**src/assert_macros.svh**
```systemverilog
// assertion macros shared by the controller and the top level
`ifndef ASSERT_MACROS_SVH
`define ASSERT_MACROS_SVH

// checked only outside reset
`define TFI_ASSERT(lbl, prop, msg) \
  lbl: assert property (@(posedge clk_i) disable iff (!rst_ni) prop) else $error(msg);

// checked at every rising clock edge, also during reset
`define TFI_ASSERT_ALWAYS(lbl, prop, msg) \
  lbl: assert property (@(posedge clk_i) prop) else $error(msg);

`endif

```
**src/tfi_pkg.sv**
```systemverilog
// types, constants and codes of the thermal factor interpolator
package tfi_pkg;

  localparam int TableDepthDef = 16;
  localparam int MsPerPoll     = 5000;
  localparam int StaleCapMs    = 300000;
  localparam int PollCapS      = StaleCapMs / MsPerPoll;

  localparam logic [15:0] UnityQ12 = 16'd4096;
  localparam logic [19:0] AgeMax   = 20'hFFFFF;

  typedef enum logic [1:0] {
    KIND_TICK   = 2'd0,
    KIND_SAMPLE = 2'd1,
    KIND_LOAD   = 2'd2,
    KIND_UNUSED = 2'd3
  } kind_e;

  typedef enum logic [1:0] {
    CFG_ENABLE     = 2'd0,
    CFG_TABLE_SIZE = 2'd1,
    CFG_POLL       = 2'd2,
    CFG_UNUSED     = 2'd3
  } cfg_idx_e;

  typedef enum logic [2:0] {
    IDX_HOLD = 3'd0,
    IDX_ZERO = 3'd1,
    IDX_LAST = 3'd2,
    IDX_ONE  = 3'd3,
    IDX_INC  = 3'd4
  } idx_op_e;

  typedef enum logic [1:0] {
    RES_NONE   = 2'd0,
    RES_UNITY  = 2'd1,
    RES_READ   = 2'd2,
    RES_INTERP = 2'd3
  } res_sel_e;

  typedef struct packed {
    logic [1:0]         kind;
    logic signed [15:0] temp_value;
    logic [3:0]         entry_index;
    logic [15:0]        entry_factor;
  } req_t;

  typedef struct packed {
    logic [15:0] factor;
    logic        reading_fresh;
    logic        from_table;
  } res_t;

  typedef struct packed {
    logic     accept;
    logic     cap_fresh;
    idx_op_e  idx_op;
    logic     take_prev;
    res_sel_e res_sel;
    logic     mul_load;
    logic     div_step;
  } cmd_t;

  typedef struct packed {
    logic go;
    logic le_first;
    logic ge_last;
    logic scan_stop;
    logic div_last;
  } sts_t;

endpackage

```
**src/tfi_datapath.sv**
```systemverilog
// datapath: state registers, breakpoint memory, multiplier and serial divider
module tfi_datapath import tfi_pkg::*; #(
  parameter int TableDepth = TableDepthDef
) (
  input  logic        clk_i,
  input  logic        rst_ni,
  input  req_t        req_i,
  input  logic        cfg_valid_i,
  input  logic [1:0]  cfg_index_i,
  input  logic [11:0] cfg_data_i,
  input  cmd_t        cmd_i,
  output sts_t        sts_o,
  output res_t        res_o
);

  localparam int IW = $clog2(TableDepth);

  logic               enable_q;
  logic [4:0]         tsize_q;
  logic [11:0]        poll_q;
  logic               has_sample_q;
  logic signed [15:0] held_q;
  logic [19:0]        age_q;

  logic [31:0]        mem_q [TableDepth];
  logic [31:0]        rd_q;
  logic [IW-1:0]      idx_q, idx_d;

  logic signed [15:0] prev_t_q;
  logic [15:0]        prev_f_q;
  logic               neg_q;
  logic [15:0]        rem_q;
  logic [15:0]        dq_q;
  logic [3:0]         cnt_q;

  logic [15:0]        factor_q;
  logic               table_q;
  logic               fresh_q;

  logic [11:0]        poll_eff;
  logic [18:0]        limit;
  logic               fresh;
  int                 n_eff;
  logic [IW-1:0]      nlast;
  logic signed [15:0] rd_t;
  logic [15:0]        rd_f;
  logic signed [16:0] dt;
  logic signed [16:0] df;
  logic [15:0]        dmag;
  logic [31:0]        prod;
  logic [15:0]        den;
  logic [16:0]        trial;
  logic               ge;
  logic [15:0]        interp;

  assign rd_t     = rd_q[31:16];
  assign rd_f     = rd_q[15:0];
  assign poll_eff = (poll_q == 12'd0) ? 12'd1 : poll_q;
  assign limit    = (int'(poll_eff) >= PollCapS) ? 19'(StaleCapMs)
                  : 19'(poll_eff) * 19'(MsPerPoll);
  assign fresh    = has_sample_q && (age_q <= {1'b0, limit});
  assign n_eff    = (int'(tsize_q) > TableDepth) ? TableDepth : int'(tsize_q);
  assign nlast    = IW'(n_eff - 1);

  assign dt     = {held_q[15], held_q} - {prev_t_q[15], prev_t_q};
  assign df     = {1'b0, rd_f} - {1'b0, prev_f_q};
  assign dmag   = df[16] ? 16'(-df) : df[15:0];
  assign prod   = dt[15:0] * dmag;
  assign den    = 16'(rd_t - prev_t_q);
  assign trial  = {rem_q, dq_q[15]} - {1'b0, den};
  assign ge     = {rem_q, dq_q[15]} >= {1'b0, den};
  assign interp = prev_f_q + (neg_q ? (~dq_q + 16'd1) : dq_q);

  assign sts_o.go        = enable_q && fresh && (tsize_q != 5'd0);
  assign sts_o.le_first  = held_q <= rd_t;
  assign sts_o.ge_last   = held_q >= rd_t;
  assign sts_o.scan_stop = (idx_q == nlast) || (rd_t >= held_q);
  assign sts_o.div_last  = &cnt_q;

  always_comb begin
    unique case (cmd_i.idx_op)
      IDX_ZERO: idx_d = '0;
      IDX_LAST: idx_d = nlast;
      IDX_ONE:  idx_d = IW'(1);
      IDX_INC:  idx_d = IW'(idx_q + 1'b1);
      default:  idx_d = idx_q;
    endcase
  end

  always_ff @(posedge clk_i or negedge rst_ni) begin
    if (!rst_ni) begin
      enable_q <= 1'b0;
      tsize_q  <= 5'd0;
      poll_q   <= 12'd5;
    end else if (cfg_valid_i) begin
      unique case (cfg_index_i)
        CFG_ENABLE:     enable_q <= cfg_data_i[0];
        CFG_TABLE_SIZE: tsize_q  <= cfg_data_i[4:0];
        CFG_POLL:       poll_q   <= cfg_data_i;
        default: ;
      endcase
    end
  end

  always_ff @(posedge clk_i or negedge rst_ni) begin
    if (!rst_ni) begin
      has_sample_q <= 1'b0;
      held_q       <= '0;
      age_q        <= '0;
    end else if (cmd_i.accept) begin
      unique case (req_i.kind)
        KIND_TICK: begin
          if (age_q != AgeMax) age_q <= age_q + 20'd1;
        end
        KIND_SAMPLE: begin
          held_q       <= req_i.temp_value;
          has_sample_q <= 1'b1;
          age_q        <= '0;
        end
        default: ;
      endcase
    end
  end

  always_ff @(posedge clk_i) begin
    if (cmd_i.accept && req_i.kind == KIND_LOAD && int'(req_i.entry_index) < TableDepth) begin
      mem_q[IW'(req_i.entry_index)] <= {req_i.temp_value, req_i.entry_factor};
    end
  end

  always_ff @(posedge clk_i) begin
    rd_q <= mem_q[idx_d];
  end

  always_ff @(posedge clk_i or negedge rst_ni) begin
    if (!rst_ni) begin
      idx_q <= '0;
      cnt_q <= '0;
    end else begin
      idx_q <= idx_d;
      if (cmd_i.mul_load) cnt_q <= '0;
      else if (cmd_i.div_step) cnt_q <= cnt_q + 4'd1;
    end
  end

  always_ff @(posedge clk_i) begin
    if (cmd_i.take_prev) begin
      prev_t_q <= rd_t;
      prev_f_q <= rd_f;
    end
    if (cmd_i.mul_load) begin
      neg_q <= df[16];
      rem_q <= prod[31:16];
      dq_q  <= prod[15:0];
    end else if (cmd_i.div_step) begin
      rem_q <= ge ? trial[15:0] : {rem_q[14:0], dq_q[15]};
      dq_q  <= {dq_q[14:0], ge};
    end
  end

  always_ff @(posedge clk_i) begin
    if (cmd_i.cap_fresh) fresh_q <= fresh;
    unique case (cmd_i.res_sel)
      RES_UNITY: begin
        factor_q <= UnityQ12;
        table_q  <= 1'b0;
      end
      RES_READ: begin
        factor_q <= rd_f;
        table_q  <= 1'b1;
      end
      RES_INTERP: begin
        factor_q <= interp;
        table_q  <= 1'b1;
      end
      default: ;
    endcase
  end

  assign res_o.factor        = factor_q;
  assign res_o.reading_fresh = fresh_q;
  assign res_o.from_table    = table_q;

endmodule

```
**src/tfi_ctrl.sv**
```systemverilog
// controller: sequences update, breakpoint search, multiply and divide
module tfi_ctrl import tfi_pkg::*; (
  input  logic clk_i,
  input  logic rst_ni,
  input  logic start,
  input  sts_t sts_i,
  output cmd_t cmd_o,
  output logic busy,
  output logic done_o
);

  `include "assert_macros.svh"

  typedef enum logic [8:0] {
    ST_IDLE = 9'b000000001,
    ST_EVAL = 9'b000000010,
    ST_RD0  = 9'b000000100,
    ST_RDL  = 9'b000001000,
    ST_SCAN = 9'b000010000,
    ST_MUL  = 9'b000100000,
    ST_DIV  = 9'b001000000,
    ST_FIN  = 9'b010000000,
    ST_DONE = 9'b100000000
  } state_e;

  state_e state_q, state_d;

  assign busy   = state_q != ST_IDLE;
  assign done_o = state_q == ST_DONE;

  always_comb begin
    state_d = state_q;
    cmd_o   = '{accept: 1'b0, cap_fresh: 1'b0, idx_op: IDX_HOLD, take_prev: 1'b0,
                res_sel: RES_NONE, mul_load: 1'b0, div_step: 1'b0};
    unique case (state_q)
      ST_IDLE: begin
        if (start) begin
          cmd_o.accept = 1'b1;
          state_d      = ST_EVAL;
        end
      end
      ST_EVAL: begin
        cmd_o.cap_fresh = 1'b1;
        cmd_o.idx_op    = IDX_ZERO;
        if (sts_i.go) begin
          state_d = ST_RD0;
        end else begin
          cmd_o.res_sel = RES_UNITY;
          state_d       = ST_DONE;
        end
      end
      ST_RD0: begin
        if (sts_i.le_first) begin
          cmd_o.res_sel = RES_READ;
          state_d       = ST_DONE;
        end else begin
          cmd_o.take_prev = 1'b1;
          cmd_o.idx_op    = IDX_LAST;
          state_d         = ST_RDL;
        end
      end
      ST_RDL: begin
        if (sts_i.ge_last) begin
          cmd_o.res_sel = RES_READ;
          state_d       = ST_DONE;
        end else begin
          cmd_o.idx_op = IDX_ONE;
          state_d      = ST_SCAN;
        end
      end
      ST_SCAN: begin
        if (sts_i.scan_stop) begin
          state_d = ST_MUL;
        end else begin
          cmd_o.take_prev = 1'b1;
          cmd_o.idx_op    = IDX_INC;
        end
      end
      ST_MUL: begin
        cmd_o.mul_load = 1'b1;
        state_d        = ST_DIV;
      end
      ST_DIV: begin
        cmd_o.div_step = 1'b1;
        if (sts_i.div_last) state_d = ST_FIN;
      end
      ST_FIN: begin
        cmd_o.res_sel = RES_INTERP;
        state_d       = ST_DONE;
      end
      ST_DONE: begin
        state_d = ST_IDLE;
      end
      default: begin
        state_d = ST_IDLE;
      end
    endcase
  end

  always_ff @(posedge clk_i or negedge rst_ni) begin
    if (!rst_ni) begin
      state_q <= ST_IDLE;
    end else begin
      state_q <= state_d;
    end
  end

  `TFI_ASSERT(a_done_to_idle, done_o |=> !busy, "result strobe not followed by idle")
  `TFI_ASSERT(a_start_busy, (start && !busy) |=> busy, "accepted request did not set busy")
  `TFI_ASSERT(a_div_end, (state_q == ST_DIV && sts_i.div_last) |=> (state_q == ST_FIN),
              "divider did not finish")

endmodule

```
**src/thermal_factor_interpolator.sv**
```systemverilog
// top level of the thermal compensation factor interpolator
//
// request channel: a request is taken at a clock edge with start high and busy
// low; kind selects a millisecond tick, a new temperature sample or a table
// load. every request gives exactly one result on res_o, marked by a one-cycle
// result_valid_o strobe; the receiver cannot hold it off.
// configuration: cfg_valid_i with cfg_index_i (0 enable, 1 table size,
// 2 poll interval) and cfg_data_i; cfg_ready_o is always high. write only
// while busy is low.
// the factor is the 1.0 fallback, the factor of a table end, or otherwise an
// interpolation found by a breakpoint scan over the single memory read port,
// then a multiply and a restoring divide; one request at a time.
// reset clears the sample, its age, enable and table size, and sets the poll
// interval to 5; the breakpoint table is undefined until loaded.
module thermal_factor_interpolator import tfi_pkg::*; #(
  parameter int TableDepth = TableDepthDef
) (
  input  logic        clk_i,
  input  logic        rst_ni,
  input  logic        start,
  output logic        busy,
  input  req_t        req_i,
  output res_t        res_o,
  output logic        result_valid_o,
  input  logic        cfg_valid_i,
  output logic        cfg_ready_o,
  input  logic [1:0]  cfg_index_i,
  input  logic [11:0] cfg_data_i
);

  `include "assert_macros.svh"

  cmd_t cmd;
  sts_t sts;

  assign cfg_ready_o = 1'b1;

  tfi_ctrl u_ctrl (
    .clk_i  (clk_i),
    .rst_ni (rst_ni),
    .start  (start),
    .sts_i  (sts),
    .cmd_o  (cmd),
    .busy   (busy),
    .done_o (result_valid_o)
  );

  tfi_datapath #(
    .TableDepth(TableDepth)
  ) u_dp (
    .clk_i       (clk_i),
    .rst_ni      (rst_ni),
    .req_i       (req_i),
    .cfg_valid_i (cfg_valid_i),
    .cfg_index_i (cfg_index_i),
    .cfg_data_i  (cfg_data_i),
    .cmd_i       (cmd),
    .sts_o       (sts),
    .res_o       (res_o)
  );

  `TFI_ASSERT(a_stale_unity,
              (result_valid_o && !res_o.reading_fresh) |->
              (res_o.factor == UnityQ12 && !res_o.from_table),
              "stale reading gave a table factor")

endmodule

```
**config.mk**
```make
export PLATFORM = sky130hd
export DESIGN_NAME = thermal_factor_interpolator
export DESIGN_NICKNAME = d
export VERILOG_FILES = /design/src/tfi_pkg.sv /design/src/tfi_datapath.sv /design/src/tfi_ctrl.sv /design/src/thermal_factor_interpolator.sv
export VERILOG_INCLUDE_DIRS = /design/src /design/src/src
export SDC_FILE = /design/constraint.sdc
export NUM_CORES = 2
export LEC_CHECK = 0
export ABC_AREA = 1
export BUFFER_PORTS_ARGS = -buffer_cell sky130_fd_sc_hd__clkbuf_2
export CORE_ASPECT_RATIO = 1.2
export CORE_UTILIZATION = 40
export CTS_BUF_LIST = sky130_fd_sc_hd__clkbuf_8 sky130_fd_sc_hd__clkbuf_16
export DETAILED_ROUTE_END_ITERATION = 8
export PLACE_DENSITY_LB_ADDON = 0.25
export SYNTH_ARGS = -nofsm -noshare
export SYNTH_HDL_FRONTEND = slang
export SYNTH_SLANG_ARGS = --single-unit
```
**constraint.sdc**
```tcl
create_clock -name clk_i -period 11.05 [get_ports clk_i]
set_input_delay 1.105 -clock clk_i [delete_from_list [all_inputs] [get_ports clk_i]]
set_output_delay 1.105 -clock clk_i [all_outputs]
set_load 0.005 [all_outputs]
```
==> flow_metrics.py <==
metrics = {
    "synthesis": {
        "syn-cell-area_um2": 44590,
        "synth_area_leaders": "edfxtp_1 (40%), fa_1 (9.7%), inv_1 (8.2%), nand3_1 (7.8%), ha_1 (7.4%)",
        "ys_ff_latch": 699,
        "synth_top_area_cell": "edfxtp_1",
        "syn_nets": 5383,
        "synth_cell_types": 56,
        "ys.flop_type": "edfxtp_1",
        "yosysMostFrequentCell": "inv_1",
        "ys_seq_area_share_pct": 45.55,
        "async_flop_share_pct": 10.30,
        "avgSynthCellArea_um2": 9.204,
        "yosysWarnings": 0,
        "synth_commonest_cells": "inv_1 (976), nand2_1 (840), nand3_1 (695)",
        "syn_inst": 4845,
        "synth_edf_count": 595,
        "synthDominantCellAreaShare_pct": 40.07,
    },
    "setup_path": {
        "path_buf_inv": 7,
        "critPathMaxFanout": 18,
        "cpMostUsedCell": "inv_1",
        "crit_required_ps": 11440,
        "crit_type": "flip-flop to flip-flop",
        "slowest_delay_ps": 1070,
        "worst_path_max_delay_cell": "xor2_1",
        "cp_top_family": "adder cells",
        "setup.worst_path.end_class": "flip-flop",
        "startpoint_type": "flip-flop",
        "critPathArrivalTime_ps": 9880,
    },
    "clock_tree": {
        "numCtsBuffers": 77,
        "cts_tree": "yes",
        "cts_max_level": 3,
        "path_clk_slew_ps": 60,
        "cts.sinks": 699,
        "ctsHoldBuffers": 0,
        "cts_root_buf": "clkbuf_16",
        "cts_resized": 0,
        "clk_latency_ps": 660,
        "post_cts_buffers": 0,
        "clock_path_buffers": 3,
    },
    "floorplanning": {
        "core_area_um2": 110000,
        "die-area_um2": 112800,
        "io_pins": 77,
        "die_width_um": 306.8,
        "start_util_pct": 40.54,
        "die_h_um": 367.8,
        "rows": 133,
    },
    "timing": {
        "max_freq_mhz": 105.4,
        "tightest_slew_ps": 1375,
        "final-setup-viol-count": 0,
        "hold_violations": 0,
        "fin_crit_sh_pct": 85.85,
        "relSlewSlack_pct": 8.009,
        "slew_violations": 0,
        "min_period_ps": 9487,
        "final.setup.tns_ps": 0,
        "grt_setup_unrepaired": "no",
        "clock_skew_ps": 30.92,
    },
    "detailed_routing": {
        "routed_wl_um": 123200,
        "wl_met3_um": 6595,
        "drt-initial-drc-count": 2499,
        "ant_nets": 0,
        "wirelength_met1_um": 51940,
        "wl_met2_um": 60310,
        "post_drt_wl_per_cell_um": 19.17,
        "top_layer": "met5",
        "num_vias": 32890,
        "drc": 0,
        "vias_per_cell": 5.117,
        "dr.pass1.iters": 5,
    },
    "global_route": {
        "antenna_found_initial": 6,
        "grt_pass1_wl_um": 191600,
        "grt_pass1_vias": 32850,
        "grt_max_degree": 153,
        "grt_usage_pct": 22.11,
        "grt-ovfl-total": 0,
    },
    "layout": {
        "multi_input_area_um2": 19980,
        "regArea_um2": 20310,
        "drive_gt1_share_pct": 5.888,
        "area_delta_synth_final_pct": 9.868,
        "fill_cells": 10530,
        "nets": 5417,
    },
    "min_path": {
        "hold_path.class": "input pin to async pin",
    },
    "outcome": {
        "status": "finished clean",
    },
    "place": {
        "hpwlAfterDp_um": 81220,
        "gp_congestion": 0.9334,
        "io_buffers": 75,
    },
    "run": {
        "cap_violations": 0,
    },
}
## registers in the layout, summed over array words and instances (netlist names), 9 cells and up
signal and count:
u_dp.rd_q 32, u_dp.prev_t_q 16, u_dp.age_q 20, u_dp.dq_q 16
u_dp.held_q 16, u_ctrl.state_q 9, u_dp.factor_q 16, u_dp.rem_q 16
u_dp.poll_q 12, u_dp.prev_f_q 16, u_dp.mem_q 512
## layout make-up
cell class	instances	share of cell area, %
diodes	1	0.005108
clock buffers	84	4.244
clock inverters	58	0.6104
inverters	987	7.567
multi-input cells	2990	40.77
flip-flops and latches	699	41.46
well taps	1485	3.792
repair buffers	124	1.548
## stage by stage
stage               cells  hold slack (ps)  util [%]  instance area [um2]  worst slack [ps]
detailed placement   6285            436.3     42.38                46610              1632
global route         6427            367.0     44.54                48990             820.3
floorplan            4845            408.2         -                44590              3153
global placement     6285            416.7     42.38                46610              1696
CTS                  6427            328.8     44.54                48990              1592
finish               6428            364.4     44.54                48990              1563
## worst reg2reg max path, delay by kind of cell, from the launching register on
family          cells  cell delay (ps)
simple gates       17             2590
buf+inv             7              670
compound gates      6              820
fa+ha+maj           8             3760
flops               1              360
xor+xnor            1             1070
## placed cells by master (no fill, tap or decap), types with 4 or more instances in the layout
master and instances:
o21ai_0 123, nand2_2 4, a31oi_1 10, clkinv_1 18, a21o_1 7, a21boi_0 5
a21oi_1 182, nor3_1 31, clkbuf_2 74, clkbuf_16 82, xor2_1 68, nor2_4 17
xnor2_1 37, o21a_1 5, nand3b_1 101, o21ai_1 4, nand4_1 23, clkinv_2 10
fa_1 217, inv_1 1004, or2_2 20, nor4_1 11, a211oi_1 8, o31ai_1 8
buf_4 49, nor2_1 261, nand3_1 694, o221ai_1 4, o21bai_1 8, edfxtp_1 595
dfrtp_1 69, inv_2 5, nand2_1 840, dfxtp_1 32, ha_1 265
## path summary, 6_finish.rpt
path	from	endpoint	slack, ps	cells past startpoint
min reg2reg	u_dp.has_sample_q$_DFFE_PN0P_	u_dp.has_sample_q$_DFFE_PN0P_	450	2
max reg2reg	u_dp.prev_f_q[3]$_DFFE_PP_	u_dp.rem_q[15]$_DFFE_PP_	1560	39
min	rst_ni	u_dp.age_q[12]$_DFFE_PN0P_	360	1
min in group clk_i	u_dp.has_sample_q$_DFFE_PN0P_	u_dp.has_sample_q$_DFFE_PN0P_	450	2
max	u_dp.prev_f_q[3]$_DFFE_PP_	u_dp.rem_q[15]$_DFFE_PP_	1560	39
max in group asynchronous	rst_ni	u_dp.held_q[13]$_DFFE_PN0P_	9640	2
## kinds of logic (layout without fill, tap and decap cells)
family / Yosys count / in the layout / synth area share, %
AOI/OAI and AO/OA: 384 / 384 / 4.778
xor gates and xnor gates: 107 / 107 / 2.102
adders and majority gates: 482 / 482 / 17.18
buffers and inverters: 1156 / 1253 / 10.12
DFF: 699 / 699 / 45.55
other: 1 / 2 / 0.008409
and+or+nand+nor: 2016 / 2016 / 20.27
## metal layers
metal | up-vias | track usage, %
met4 | 4 | 8.548
li1 | 15790 | -
met3 | 247 | 2.659
met5 | - | 0
met2 | 942 | 37.92
met1 | 15910 | 28.40
Power is not shown: default switching activity piles up to over one toggle a cycle in this logic, so the estimate is an artifact.
